==> src/hdl/mosi_snoop_coherence_controller_top_macros.svh <==
`ifndef MOSI_SNOOP_COHERENCE_CONTROLLER_TOP_MACROS_SVH
`define MOSI_SNOOP_COHERENCE_CONTROLLER_TOP_MACROS_SVH

// same-cycle implication, checked on clk, quiet while rst_n is low
`define MSCC_ASSERT_IMP(name, ante, cons, msg) \
  name: assert property (@(posedge clk) disable iff (!rst_n) (ante) |-> (cons)) \
    else $error(msg);

// next-cycle implication
`define MSCC_ASSERT_NXT(name, ante, cons, msg) \
  name: assert property (@(posedge clk) disable iff (!rst_n) (ante) |=> (cons)) \
    else $error(msg);

`endif

==> src/hdl/mscc_pkg.sv <==
`timescale 1ns / 1ps
`default_nettype none

package mscc_pkg;

  typedef enum logic [2:0] {
    ST_I  = 3'd0,
    ST_S  = 3'd1,
    ST_O  = 3'd2,
    ST_M  = 3'd3,
    ST_IM = 3'd4,
    ST_IS = 3'd5
  } line_state_t;

  typedef enum logic [2:0] {
    MD_LOAD  = 3'd0,
    MD_STORE = 3'd1,
    MD_GETS  = 3'd2,
    MD_GETM  = 3'd3,
    MD_DATA  = 3'd4
  } mode_t;

  typedef enum logic [1:0] {
    BR_NONE = 2'd0,
    BR_GETS = 2'd1,
    BR_GETM = 2'd2
  } bus_req_t;

  typedef enum logic [1:0] {
    ERR_NONE    = 2'd0,
    ERR_INVALID = 2'd1,
    ERR_PENDING = 2'd2
  } err_code_t;

  localparam int STATE_W = 3;
  localparam int NODE_W  = 4;
  localparam int ADDR_W  = 32;
  localparam int LIDX_W  = 8;
  localparam int CNT_W   = 32;

  typedef struct packed {
    logic [2:0]        mode;
    logic [LIDX_W-1:0] line_index;
    logic [ADDR_W-1:0] block_address;
    logic [NODE_W-1:0] source_node;
  } in_item_t;

  typedef struct packed {
    logic [1:0]         bus_request;
    logic [ADDR_W-1:0]  request_address;
    logic               data_to_processor;
    logic               data_on_bus;
    logic [NODE_W-1:0]  data_destination;
    logic               shared_asserted;
    logic               miss;
    logic [CNT_W-1:0]   miss_count;
    logic [1:0]         error_code;
    logic [STATE_W-1:0] line_state_after;
  } out_item_t;

  // actions decided for one item by the line state machine
  typedef struct packed {
    bus_req_t    bus_request;
    logic        to_proc;
    logic        on_bus;
    logic        shared;
    logic        miss;
    err_code_t   error_code;
    line_state_t next_state;
  } line_act_t;

endpackage

`default_nettype wire

==> src/hdl/mscc_ram.sv <==
`timescale 1ns / 1ps
`default_nettype none

module mscc_ram #(
  parameter int WIDTH = 3,
  parameter int DEPTH = 256,
  localparam int AW = (DEPTH > 1) ? $clog2(DEPTH) : 1
) (
  input  wire logic                   clk,
  input  wire logic                   we,
  input  wire logic [AW-1:0]          waddr,
  input  wire logic [WIDTH-1:0]       wdata,
  input  wire logic                   re,
  input  wire logic [AW-1:0]          raddr,
  output logic      [WIDTH-1:0]       rdata
);

  logic [WIDTH-1:0] mem [DEPTH];
  logic [WIDTH-1:0] rdata_r;

  // read returns the old contents when the same entry is written in that cycle
  always_ff @(posedge clk) begin
    if (we) begin
      mem[waddr] <= wdata;
    end
    if (re) begin
      rdata_r <= mem[raddr];
    end
  end

  assign rdata = rdata_r;

endmodule

`default_nettype wire

==> src/hdl/mscc_line_fsm.sv <==
`timescale 1ns / 1ps
`default_nettype none

module mscc_line_fsm
  import mscc_pkg::*;
(
  input  wire logic [2:0]  mode,
  input  wire line_state_t cur_state,
  output line_act_t        act
);

  logic store;

  assign store = (mode == MD_STORE);

  always_comb begin
    act             = '0;
    act.bus_request = BR_NONE;
    act.error_code  = ERR_NONE;
    act.next_state  = cur_state;
    case (mode)
      MD_LOAD, MD_STORE: begin
        case (cur_state)
          ST_I: begin
            act.bus_request = store ? BR_GETM : BR_GETS;
            act.next_state  = store ? ST_IM : ST_IS;
            act.miss        = 1'b1;
          end
          ST_S, ST_O: begin
            if (store) begin
              act.bus_request = BR_GETM;
              act.next_state  = ST_IM;
              act.miss        = 1'b1;
            end else begin
              act.to_proc = 1'b1;
            end
          end
          ST_M: begin
            act.to_proc = 1'b1;
          end
          ST_IM, ST_IS: begin
            act.error_code = ERR_PENDING;
          end
          default: begin
          end
        endcase
      end
      MD_GETS, MD_GETM, MD_DATA: begin
        case (cur_state)
          ST_S: begin
            if (mode == MD_GETM) begin
              act.next_state = ST_I;
            end
          end
          ST_O, ST_M: begin
            // owner supplies the data on any request
            if (mode != MD_DATA) begin
              act.shared = 1'b1;
              act.on_bus = 1'b1;
              if (mode == MD_GETM) begin
                act.next_state = ST_I;
              end else if (cur_state == ST_M) begin
                act.next_state = ST_O;
              end
            end
          end
          ST_IM: begin
            if (mode == MD_DATA) begin
              act.to_proc    = 1'b1;
              act.next_state = ST_M;
            end
          end
          ST_IS: begin
            if (mode == MD_DATA) begin
              act.to_proc    = 1'b1;
              act.next_state = ST_S;
            end
          end
          default: begin
          end
        endcase
      end
      default: begin
        act.error_code = ERR_INVALID;
      end
    endcase
  end

endmodule

`default_nettype wire

==> src/hdl/mosi_snoop_coherence_controller_top.sv <==
// MOSI snooping coherence controller, one state machine per cache line.
// Input channel in_valid / in_stall / in_data: a processor load or store, or a
// snooped GETS, GETM or DATA for one line. Output channel out_valid / out_stall /
// out_data: exactly one result item for each input item, in order.
// The line states live in a single-port-per-direction RAM of LINES entries
// with a registered read. An item reads its line on the accepting edge and is
// held in the decide stage, which decides the action, writes the new state
// back and loads the output register that drives out_valid.
// Back-to-back items to the same line are served by a forwarding register.
// Throughput is one item per cycle unless out_stall holds a result, set by that
// read-modify-write of the RAM. After reset the block sweeps the RAM to state I,
// one entry per cycle, holding in_stall high; the miss total resets to zero.
// When out_stall holds a result, the decide stage holds its item and in_stall
// goes high once that stage is full; no item is dropped or repeated.
`timescale 1ns / 1ps
`default_nettype none
`include "mosi_snoop_coherence_controller_top_macros.svh"

module mosi_snoop_coherence_controller_top
  import mscc_pkg::*;
#(
  parameter int LINES = 256,
  parameter int NODES = 16
) (
  input  wire logic     clk,
  input  wire logic     rst_n,
  input  wire logic     in_valid,
  output logic          in_stall,
  input  wire in_item_t in_data,
  output logic          out_valid,
  input  wire logic     out_stall,
  output out_item_t     out_data
);

  localparam int IDX_W = (LINES > 1) ? $clog2(LINES) : 1;
  localparam int NLUT  = 2 ** NODE_W;
  localparam int ILUT  = 2 ** LIDX_W;

  // modulo tables for line index and node
  logic [IDX_W-1:0]  idx_lut [ILUT];
  logic [NODE_W-1:0] src_lut [NLUT];

  for (genvar g = 0; g < ILUT; g++) begin : g_idx_lut
    assign idx_lut[g] = IDX_W'(g % LINES);
  end
  for (genvar g = 0; g < NLUT; g++) begin : g_src_lut
    assign src_lut[g] = NODE_W'(g % NODES);
  end

  logic               clearing_r;
  logic [IDX_W-1:0]   clr_addr_r;
  logic               s1_valid_r;
  logic [IDX_W-1:0]   s1_idx_r;
  logic [2:0]         s1_mode_r;
  logic [ADDR_W-1:0]  s1_addr_r;
  logic [NODE_W-1:0]  s1_src_r;
  logic               fwd_hit_r;
  line_state_t        fwd_state_r;
  logic [CNT_W-1:0]   miss_total_r;
  logic [CNT_W-1:0]   miss_total_nxt;
  logic               out_valid_r;
  out_item_t          out_data_r;
  out_item_t          out_data_nxt;

  logic               in_acc;
  logic               s1_go;
  logic [IDX_W-1:0]   in_idx;
  logic               ram_we;
  logic [IDX_W-1:0]   ram_waddr;
  logic [STATE_W-1:0] ram_wdata;
  logic [STATE_W-1:0] ram_rdata;
  line_state_t        cur_state;
  line_act_t          act;

  assign in_idx   = idx_lut[in_data.line_index];
  assign s1_go    = s1_valid_r && (!out_valid_r || !out_stall);
  assign in_stall = clearing_r || (s1_valid_r && !s1_go);
  assign in_acc   = in_valid && !in_stall;

  assign ram_we    = clearing_r || s1_go;
  assign ram_waddr = clearing_r ? clr_addr_r : s1_idx_r;
  assign ram_wdata = clearing_r ? STATE_W'(ST_I) : STATE_W'(act.next_state);

  mscc_ram #(
    .WIDTH (STATE_W),
    .DEPTH (LINES)
  ) u_state_ram (
    .clk   (clk),
    .we    (ram_we),
    .waddr (ram_waddr),
    .wdata (ram_wdata),
    .re    (in_acc),
    .raddr (in_idx),
    .rdata (ram_rdata)
  );

  // the RAM read misses the write made on the same edge, take it from here
  assign cur_state = fwd_hit_r ? fwd_state_r : line_state_t'(ram_rdata);

  mscc_line_fsm u_line_fsm (
    .mode      (s1_mode_r),
    .cur_state (cur_state),
    .act       (act)
  );

  assign miss_total_nxt = miss_total_r + CNT_W'(act.miss);

  always_comb begin
    out_data_nxt                   = '0;
    out_data_nxt.bus_request       = act.bus_request;
    out_data_nxt.request_address   =
      (act.bus_request != BR_NONE || act.to_proc || act.on_bus) ? s1_addr_r : '0;
    out_data_nxt.data_to_processor = act.to_proc;
    out_data_nxt.data_on_bus       = act.on_bus;
    out_data_nxt.data_destination  = act.on_bus ? s1_src_r : '0;
    out_data_nxt.shared_asserted   = act.shared;
    out_data_nxt.miss              = act.miss;
    out_data_nxt.miss_count        = miss_total_nxt;
    out_data_nxt.error_code        = act.error_code;
    out_data_nxt.line_state_after  = act.next_state;
  end

  always_ff @(posedge clk) begin
    if (!rst_n) begin
      clearing_r   <= 1'b1;
      clr_addr_r   <= '0;
      s1_valid_r   <= 1'b0;
      fwd_hit_r    <= 1'b0;
      miss_total_r <= '0;
      out_valid_r  <= 1'b0;
    end else begin
      if (clearing_r) begin
        if (clr_addr_r == IDX_W'(LINES - 1)) begin
          clearing_r <= 1'b0;
        end else begin
          clr_addr_r <= clr_addr_r + IDX_W'(1);
        end
      end
      if (in_acc) begin
        s1_valid_r <= 1'b1;
        fwd_hit_r  <= s1_go && (s1_idx_r == in_idx);
      end else if (s1_go) begin
        s1_valid_r <= 1'b0;
      end
      if (s1_go) begin
        miss_total_r <= miss_total_nxt;
        out_valid_r  <= 1'b1;
      end else if (!out_stall) begin
        out_valid_r <= 1'b0;
      end
    end
  end

  always_ff @(posedge clk) begin
    if (in_acc) begin
      s1_idx_r    <= in_idx;
      s1_mode_r   <= in_data.mode;
      s1_addr_r   <= in_data.block_address;
      s1_src_r    <= src_lut[in_data.source_node];
      fwd_state_r <= act.next_state;
    end
    if (s1_go) begin
      out_data_r <= out_data_nxt;
    end
  end

  assign out_valid = out_valid_r;
  assign out_data  = out_data_r;

  `MSCC_ASSERT_NXT(a_miss_step, s1_go && act.miss, miss_total_r == $past(miss_total_r) + 32'd1, "miss total did not advance by one")
  `MSCC_ASSERT_IMP(a_pending_holds, s1_valid_r && act.error_code == ERR_PENDING, act.next_state == cur_state, "pending line changed state")
  `MSCC_ASSERT_IMP(a_supply_shared, out_valid_r, out_data_r.data_on_bus == out_data_r.shared_asserted, "bus data without shared line")
  `MSCC_ASSERT_IMP(a_clear_empty, $fell(clearing_r), !s1_valid_r && !out_valid_r, "item in flight during clearing")

endmodule

`default_nettype wire

==> config.mk <==
export PLATFORM = sky130hd
export DESIGN_NAME = mosi_snoop_coherence_controller_top
export DESIGN_NICKNAME = d
export VERILOG_FILES = /design/src/hdl/mscc_pkg.sv /design/src/hdl/mscc_ram.sv /design/src/hdl/mscc_line_fsm.sv /design/src/hdl/mosi_snoop_coherence_controller_top.sv
export VERILOG_INCLUDE_DIRS = /design/src /design/src/hdl
export SDC_FILE = /design/constraint.sdc
export NUM_CORES = 1
export LEC_CHECK = 0
export ABC_AREA = 1
export BUFFER_PORTS_ARGS = -buffer_cell sky130_fd_sc_hd__buf_2
export CORE_ASPECT_RATIO = 1.25
export CORE_MARGIN = 3
export CORE_UTILIZATION = 29
export DETAILED_ROUTE_END_ITERATION = 10
export SYNTH_ARGS = -nofsm -noshare
export SYNTH_HDL_FRONTEND = slang
export SYNTH_SLANG_ARGS = --single-unit
==> constraint.sdc <==
create_clock -name clk -period 15.4 [get_ports clk]
set_input_delay 1.54 -clock clk [delete_from_list [all_inputs] [get_ports clk]]
set_output_delay 1.54 -clock clk [all_outputs]
set_load 0.02 [all_outputs]
Yosys cells after proc, flatten, opt, wreduce, memory -nomap -nowiden --
Memory sizes are Yosys's and may differ from the RTL's. A register that Yosys moved wholly into a read port is not among the register bits. Index checks and enable logic that the tools add are counted.
Storage, ports and cells: bits in registers 169, RAM bits 768, bits in read-only memories 2112, input bits 51, output and inout port bits 81, logic and storage cells 107, memories 3
Memory list:
- (name not given) | words 256, width 8, rd ports 1, clocked after Yosys merged registers in 0, write ports 0, line mosi_snoop_coherence_controller_top.sv:75 | assign in_idx = idx_lut[in_data.line_index];
- u_state_ram.mem | words 256, width 3, rd ports 1, clocked after Yosys merged registers in 1, write ports 1, line mscc_ram.sv:18 | logic [WIDTH-1:0] mem [DEPTH];
- (name not given) | words 16, width 4, rd ports 1, clocked after Yosys merged registers in 1, write ports 0, line mosi_snoop_coherence_controller_top.sv:159 | s1_src_r <= src_lut[in_data.source_node];
Cells by class: $add $sub $neg 2, order comparisons 1, equality and inequality tests 13, muxes and demuxes 41, bitwise gates (word level) 3, reduce and logical (&&, ||, !) cells 24
Operators with widths (count):
- 32-bit by 1-bit adder with 32-bit output | 1
- 3-bit two-way mux | 9
- 8-bit two-way mux | 3
- 1-bit two-way mux | 14
- 2-bit two-way mux | 7
- 3-bit by 2-bit == test with 1-bit output (second input constant) | 4
- 3-bit case mux with 2 select lines | 2
- 3-bit case mux with 4 select lines | 1
- 3-bit == test (second input constant) | 3
- 9-bit >= comparator (second input constant) | 1
- 8-bit NOT with 9-bit output | 1
- 8-bit by 1-bit adder with 8-bit output (second input constant) | 1
- 8-bit == test | 1
- 8-bit == test (second input constant) | 1
- 2-bit case mux with 2 select lines | 2
- 2-bit OR reduction | 4
- 3-bit by 1-bit == test with 1-bit output (second input constant) | 2
- 3-bit logical NOT | 2
- 1-bit case mux with 2 select lines | 3
- 1-bit logical OR | 5
- 4-bit NOT with 5-bit output | 1
- 1-bit logical AND | 4
- 1-bit logical NOT | 4
- 2-bit AND reduction | 2
- 5 further kinds | 6

Depth between registers and ports, before layout --
Gate-level depths: netlist (run 1).
depth in word-level cells 9, depth in mapped cells 18, gate-level depth less buffers 18

By module --
From an unflattened synthesis (run 1), not the netlist that was laid out.
Second synthesis, totals: cells, all modules 3664, area, all modules 39908.3 um2
By module, submodules not included:
- mscc_ram | times used 1, cells an instance 2887, area an instance 32486.2 um2, seq. area each 23152.2 um2
- mosi_snoop_coherence_controller_top | times used 1, cells an instance 722, area an instance 7160.6 um2, seq. area each 4754.6 um2
- mscc_line_fsm | times used 1, cells an instance 55, area an instance 261.5 um2, seq. area each 0.0 um2

Least setup slack after synthesis (run 1) --
OpenSTA, ideal clock, no wires.
kind reg2reg, start register s1_mode_r[1], end memory u_state_ram.mem[0][2] (data pin), library setup time 2244 ps, data arrival time 11419 ps, required time 13156 ps, setup slack 1737 ps, stages on the path, launching flop included 8, path buffers 0, clock period less this slack 13663 ps, path through edfxtp_1 nor2_1 inv_1 nor2_1 inv_1 nand4_1 a21oi_2 a211oi_1
On the way: longest elaborated chain between the ends 6, elaborated cells on any way between the ends 18, those cells by class 5 x eq/ne; 10 x mux; 3 x reduce/logical
RTL lines:
- from (decl) | line mosi_snoop_coherence_controller_top.sv:54 | logic [2:0] s1_mode_r;
- from (signal assigned) | line mosi_snoop_coherence_controller_top.sv:157 | s1_mode_r <= in_data.mode;
- 3-bit by 2-bit == test with 1-bit output | line mscc_line_fsm.sv:21, mscc_line_fsm.sv:51, mscc_line_fsm.sv:60
- 3-bit two-way mux | line mscc_line_fsm.sv:60 | if (mode == MD_GETM) begin
- 3-bit two-way mux | line mscc_line_fsm.sv:57 | if (mode != MD_DATA) begin
- 3-bit case mux with 4 select lines | line mscc_line_fsm.sv:49 | case (cur_state)
- 3-bit case mux with 2 select lines * | line mscc_line_fsm.sv:21 | case (mode)
- 3-bit two-way mux * | line mosi_snoop_coherence_controller_top.sv:82 | assign ram_wdata = clearing_r ? STATE_W'(ST_I) : STATE_W'(act.next_state);
- named net ram_wdata[2] | line mosi_snoop_coherence_controller_top.sv:70 | logic [STATE_W-1:0] ram_wdata;
- to (decl) | line mscc_ram.sv:18
Mark *: on every way through the listed nets, which the timed path passes. The rest lies on a longest branch.

Worst setup path in the final report (run 1) --
start input port in_data[36] (netlist name), end register u_state_ram.rdata_r[0], in the netlist u_state_ram.rdata[0], read port of u_state_ram.mem (data pin)
On the way: longest elaborated chain between the ends 4
RTL lines:
- from (decl) | line mosi_snoop_coherence_controller_top.sv:29 | input wire in_item_t in_data,
- 8-bit NOT with 9-bit output (implied by the code) | line mosi_snoop_coherence_controller_top.sv:75
- memory read 256 x 8 bit
- 8-bit two-way mux (implied by the code) (2 in series) | line mosi_snoop_coherence_controller_top.sv:75
- to (decl) | line mscc_ram.sv:19 | logic [WIDTH-1:0] rdata_r;
Every way passes these cells. The select of a mux whose other input is x is not followed. A chain may end at the register's enable or synchronous reset.

==> results by group, run 1 <==
Yosys
  • Post-synthesis cell area: 39,300 µm²
  • Synth async-reset ratio: 0%
  • Seq/Total Area, Yosys: 71.0%
  • Synth top cells by count: edfxtp_1 (900), nand2_1 (899), nand3_1 (751)
  • Yosys reg bits: 944
  • Post-synth EDFFs: 900
  • Share of the synthesized area in the top cell type: 68.8%
  • Gate Count Post-Synth: 3,522
  • Yosys warning count: 0
  • Main synth FF type: edfxtp_1
  • Most frequent cell after synthesis: edfxtp_1
  • Area contributors post-synth: edfxtp_1 (69%), nand3_1 (9.6%), nand2_1 (8.6%)
  • Yosys top cell by area: edfxtp_1
  • Unique cell type count in the Yosys netlist: 43
  • Avg Cell Area, Syn: 11.2 µm²
  • Syn_nets: 3,576

Clock tree
  • Post-cts sizing count: 0
  • Clk Latency, worst-skew pair: 0.67 ns
  • Total setup buffers inserted after CTS: 0
  • CTS H-Tree Depth: 3
  • Clk pin slew, worst setup/hold paths: 0.07 ns
  • CTS Buffer Depth: 3
  • CTS Hold Bufs: 0
  • Root Driver: clkbuf_16
  • CTS tree: done
  • Num Clock Sinks: 944
  • CTS Buf Count: 89

Drt
  • Post-route DRC: 1
  • Via/cell ratio: 4.90
  • Routed wire length: 103,000 µm
  • Post-DRT Antenna Nets: 0
  • Drt wl/cell: 19.2 µm
  • 1st-pass router iterations: 10
  • Initial drt markers: 2,226
  • DR vias: 26,400

Run status
  • Violated checks: design-rule violations
  • Status: finished, violations left

Timing
  • Setup TNS: 0 ns
  • Unrepaired setup endpoints after global routing: false
  • Setup-failing EPs final: 0
  • Max Slew Vio Count: 0
  • Fmax: 177 MHz
  • Headroom to the max-slew limit: 6.80%
  • Tmin final: 5.65 ns
  • Final hold vios: 0
  • Worst Clk Skew: 0.0234 ns
  • Tcrit/Tclk final: 36.7%
  • Hold slack: 0.495 ns
  • Worst-Margin Slew: 1.40 ns

Critical path
  • Reg2reg path depth: 16
  • CP Capture Type: flop
  • Worst reg-to-reg setup slack: 11.72 ns
  • Critical path class: in2reg
  • R2R Path Start: s1_mode_r[2]$_DFFE_PP_
  • WP data required: 15.95 ns
  • Critical Path Start: in_data[36]
  • CP max FO: 144
  • Critical Path Start Type: input pin
  • CP arrival: 6.20 ns

Floorplanning
  • Io pins: 132
  • Die area: 140,000 µm²
  • Row cnt: 150
  • Die height: 418 µm
  • Die width: 335 µm
  • Starting density of the core: 29.3%
  • Core area: 134,000 µm²

Global route
  • Initial antenna violation count: 2
  • Largest net degree at the start of global routing: 188
  • Overflow after GRT: 0
  • Vias in the first global route: 26,100
  • First-pass GRT wire length: 156,000 µm
  • Gr usage total: 14.5%

Finish
  • # diodes: 0
  • Cell area after layout: 44,700 µm²
  • Area grow syn2layout: 13.7%
  • Share of cells above drive strength 1: 10.0%
  • Nets: 3,615
  • Post-Route Utilization: 33.3%

Place
  • Post-detail-place hpwl: 58,200 µm
  • Placed cell areas: 41,500 µm²
  • Placer Congestion: 0.828
  • IO buf count: 131

Hold path
  • Hold Path Stages: 1
  • Worst Hold Class: reg2reg
  • Hold Startpoint: clr_addr_r[3]$_SDFFE_PN0P_

Power and ir drop
  • Leak: 16.0 nW
  • Pwr/cell area: 119 nW/µm²
  • Peak VDD IR: 0.0654 mV
  • Power, Total: 5.33 mW

Run
  • Max-cap violations: 0
## layer usage
| metal | vias to the layer above | track usage, % | routed length, µm |
|---|---|---|---|
| met4 | 4 | 6.52 | 4270 |
| met2 | 1019 | 25.7 | 52100 |
| met3 | 206 | 2.04 | 6680 |
| met5 | - | 0 | 23 |
| met1 | 12900 | 17.3 | 40400 |
| li1 | 12300 | - | - |
## state kept, by name, summed over array words and instances (netlist names), 4 cells and up
name / count
clr_addr_r: 8
s1_addr_r: 32
miss_total_r: 32
s1_src_r: 4
u_state_ram.mem: 768
s1_idx_r: 8
out_data: 79
## worst paths after layout
| kind | endpoint |
|---|---|
| worst min register to register | clr_addr_r[3]$_SDFFE_PN0P_ |
| worst max register to register | miss_total_r[28]$_SDFFE_PN0P_ |
| worst max-delay path | u_state_ram.rdata[0]$_DFFE_PP_ |
| worst min-delay path | clr_addr_r[3]$_SDFFE_PN0P_ |
## cell type report
class / instances / area, µm²
fillers: 13300 / 89500
flip-flops and latches: 944 / 27900
multi-input cells: 2217 / 9920
clock buffers: 107 / 2400
well taps: 1748 / 2190
repair buffers: 163 / 952
clock inverters: 58 / 727
inverters: 146 / 567
## cell usage in the layout, fill, tap and decap left out, drive strengths merged
| cell | count |
|---|---|
| a211oi | 2 |
| a21oi | 36 |
| a22oi | 2 |
| and2 | 1 |
| buf | 163 |
| bufinv | 16 |
| clkbuf | 107 |
| clkinv | 28 |
| clkinvlp | 10 |
| dfxtp | 44 |
| edfxtp | 900 |
| ha | 3 |
| inv | 150 |
| nand2 | 906 |
| nand3 | 751 |
| nand3b | 1 |
| nand4 | 23 |
| nor2 | 371 |
| nor3 | 22 |
| nor3b | 1 |
| nor4 | 5 |
| o211ai | 1 |
| o21ai | 52 |
| o22ai | 2 |
| or2 | 6 |
| or3 | 1 |
| xnor2 | 1 |
| xor2 | 30 |
## stage by stage
| step | setup WS (ns) | instances |
|---|---|---|
| floorplan | 1.74 | 3522 |
| global placement | 9.33 | 5218 |
| detailed placement | 9.20 | 5218 |
| CTS | 9.91 | 5383 |
| global route | 9.44 | 5383 |
| finish | 9.75 | 5383 |
## cell families after synthesis
logic type	share of synthesized area, %
AOI/OAI and AO/OA	1.33
xor gates and xnor gates	0.691
adders and majority gates	0.0955
buffers and inverters	3.87
DFF	71.0
and+or+nand+nor	23.0
## power by group
group	switching (mW)	internal [mW]	leakage, nW	total, mW
Combinational	0.164	0.0580	5.62	0.222
Sequential	0.00120	2.77	8.85	2.77
Clock	0.955	1.38	1.50	2.34
Total	1.12	4.21	16.0	5.33
## worst max-delay path: stages
cell	delay [ns]
buf_8	0.29
inv_8	0.70
buf_4	0.77
buf_4	0.78
buf_4	0.80
nand2_1	0.11
nand3_1	0.12
nand3_1	0.08
nand3_1	0.15
nand3_1	0.10
nand2_1	0.12
nand2_1	0.06
nand3_1	0.12
nand3_1	0.09
nand2_1	0.06
No activity file was read; power rests on OpenSTA's default activity.
==> run 2: changes to the inputs <==
clock period = 5.2 ns   (was 15.4 ns; I/O delays follow)
==> run 2 against run 1 <==
The run now ends clean. Worst hold slack worse by 0.44 ns. Wire length down 4.1%. First-iteration DRC count down 12%. Sequential cell count unchanged. Cell count up 0.67%. Register-to-register slack worse by 10 ns. Non-clock buffer count up 40. Combinational power rose to 3.1 times the previous value. Clock skew down 0.0049 ns. Critical path depth up 1. Largest cell class unchanged.
==> results by group, run 2 (synthesis results as in run 1) <==
Drt
  • Drt wl/cell: 18.3 µm (-4.8%)
  • Via/cell ratio: 4.79 (-2.2%)
  • Initial drt markers: 1,957 (-12%)
  • Post-DRT Antenna Nets: 0 (unchanged)
  • 1st-pass router iterations: 5 (-5)
  • DR vias: 26,000 (-1.5%)
  • Post-route DRC: 0 (-1)
  • Routed wire length: 99,100 µm (-4.1%)

Floorplanning
  • Starting density of the core: 29.3% (unchanged)
  • Row cnt: 150 (unchanged)
  • Die area: 140,000 µm² (unchanged)
  • Die height: 418 µm (unchanged)
  • Io pins: 132 (unchanged)
  • Die width: 335 µm (unchanged)
  • Core area: 134,000 µm² (unchanged)

Critical path
  • Worst R2R End: miss_total_r[28]$_SDFFE_PN0P_
  • CP max FO: 6 (-96%)
  • WP data required: 5.80 ns (-10.15 ns)
  • Worst reg-to-reg setup slack: 1.50 ns (-10.22 ns)
  • CP max-delay cell: nor3_1
  • CP Cell Sequence: o21ai_2 -> inv_2 -> nand2_4 -> nand2_4 -> o22ai_1 -> ha_1 -> ha_1 -> nand3_1 -> nor2_1 -> nand2_1 -> nor3_1 -> nand4_1 -> or2_1 -> nand3_1 -> nand2_1 -> inv_1
  • Critical Path Start: u_state_ram.rdata[1]$_DFFE_PP_
  • Family with the most delay on the worst path: simple AND/OR/NAND/NOR gates
  • CP arrival: 4.30 ns (-1.90 ns)
  • Critical path class: reg2reg
  • WP depth: 16 (+1)
  • CP Buf/Inv Count: 2 (-3)
  • R2R Path Start: u_state_ram.rdata[1]$_DFFE_PP_
  • Reg2reg path depth: 16 (unchanged)
  • Critical Path Max Stage Delay: 0.48 ns (-0.32 ns)
  • Critical Path Start Type: flop
  • CP Capture Type: flop
  • Crit path capture: miss_total_r[28]$_SDFFE_PN0P_

Place
  • Post-detail-place hpwl: 56,100 µm (-3.6%)
  • Placer Congestion: 0.824 (-0.45%)
  • IO buf count: 131 (unchanged)

Clock tree
  • CTS Buf Count: 86 (-3.4%)
  • Root Driver: clkbuf_16
  • CTS H-Tree Depth: 3 (unchanged)
  • Post-cts sizing count: 0 (unchanged)
  • CTS tree: done
  • Num Clock Sinks: 944 (unchanged)
  • Clk pin slew, worst setup/hold paths: 0.06 ns (about the same)
  • CTS Buffer Depth: 3 (unchanged)
  • Clk Latency, worst-skew pair: 0.67 ns (about the same)

Run
  • Max-cap violations: 0 (unchanged)

Finish
  • Leading cell type in the layout, fill and taps excluded: edfxtp_1
  • Largest register FFs: 768 (unchanged)
  • Storage element area: 27,900 µm² (about the same)
  • Nets: 3,652 (+1.0%)
  • FILL cells: 13,300 (-0.11%)
  • Post-Route Utilization: 33.4% (+0.17 points)
  • Largest reg by FF count: u_state_ram.mem
  • Share of cells above drive strength 1: 9.81% (-0.21 points)
  • Multi-input gate area: 9930 µm² (about the same)
  • Commonest non-fill, non-tap cells in the layout: edfxtp_1 (900), nand2_1 (895), nand3_1 (751)
  • Area grow syn2layout: 14.2%
  • # diodes: 0 (unchanged)

Timing
  • Fmax: 270 MHz
  • Setup-failing EPs final: 0 (unchanged)
  • Tcrit/Tclk final: 71.2%
  • Final hold vios: 0 (unchanged)
  • Tmin final: 3.70 ns
  • Setup TNS: 0 ns (unchanged)
  • Headroom to the max-slew limit: 24.1% (+17 points)
  • Unrepaired setup endpoints after global routing: false
  • Worst-Margin Slew: 1.14 ns (-0.260 ns)
  • Max Slew Vio Count: 0 (unchanged)
  • Hold slack: 0.0504 ns (-0.444 ns)
  • Worst Clk Skew: 0.0185 ns (-0.00490 ns)

Hold path
  • Worst Hold Class: in2reg

Global route
  • Overflow after GRT: 0 (unchanged)
  • Largest net degree at the start of global routing: 221 (+18%)
  • Initial antenna violation count: 2 (unchanged)
  • Gr usage total: 13.9% (-0.61 points)
  • Vias in the first global route: 25,300 (-3.3%)
  • First-pass GRT wire length: 149,000 µm (-4.6%)

Power and ir drop
  • Pwr/cell area: 343 nW/µm² (+190%)
  • Leak: 16.0 nW (+0.28%)
  • Peak VDD IR: 0.208 mV (+220%)

Run status
  • Status: finished, final reports clean
==> run 2: changes by cell type in the layout (fill, tap and decap cells not counted), moves of 2 or more <==
cell,delta
clkinv_1,-5
dlygate4sd3_1,+36
buf_12,+3
bufinv_16,-6
clkinv_4,+3
clkinvlp_4,-10
clkinv_2,+3
inv_6,-4
nor2_1,-2
clkbuf_1,+13
nor2_2,+2
==> run 2: repair_timing <==
item / 4_1_cts / 5_1_grt
hold endpoints to repair: 36 / 0
hold buffers: 36 / 0
setup buffers: 0 / 0
==> run 2: final cells by class <==
type / count / share of cell area, %
clock buffer: 121 / 5.44
multi-input combinational: 2217 / 22.1
sequential: 944 / 62.2
inverter: 146 / 1.26
tap: 1748 / 4.87
clock inverter: 40 / 1.06
timing repair buffer: 203 / 3.07
==> run 2: layer usage <==
layer  track usage (%)  up-vias  wire length, µm
met1              17.1    12600            40400
met5                 0        -                0
met3              1.81      161             5880
met2              24.4      846            49500
met4              5.58        0             3350
li1                  -    12400                -
==> run 2: worst min-delay path by stage <==
stage,startpoint,to,slack [ns],depth (start not counted)
floorplan,clr_addr_r[4]$_SDFFE_PN0P_,clr_addr_r[4]$_SDFFE_PN0P_,0.44,2
global placement,clr_addr_r[4]$_SDFFE_PN0P_,clr_addr_r[4]$_SDFFE_PN0P_,0.46,2
detailed placement,clr_addr_r[4]$_SDFFE_PN0P_,clr_addr_r[4]$_SDFFE_PN0P_,0.47,2
CTS,in_data[1],s1_src_r[1]$_DFFE_PP_,0.003,1
global route,in_data[46],s1_mode_r[2]$_DFFE_PP_,0.04,1
finish,in_data[1],s1_src_r[1]$_DFFE_PP_,0.05,1
==> run 2: power breakdown <==
part           internal (mW)  switching (mW)
Sequential              8.21         0.00408
Combinational          0.198           0.485
Clock                   3.79            2.72
==> run 2: metrics by stage <==
| stage | setup WS [ns] | power (mW) | instances | cell area [µm²] |
|---|---|---|---|---|
| after floorplan | -0.265 | 8.81 | 3522 | 39300 |
| after global placement | 1.65 | 9.03 | 5222 | 41600 |
| after detailed placement | 1.59 | 9.03 | 5222 | 41600 |
| after CTS | 1.56 | 15.5 | 5419 | 44900 |
| after global routing | 1.27 | 15.9 | 5419 | 44900 |
| final | 1.50 | 15.4 | 5419 | 44900 |
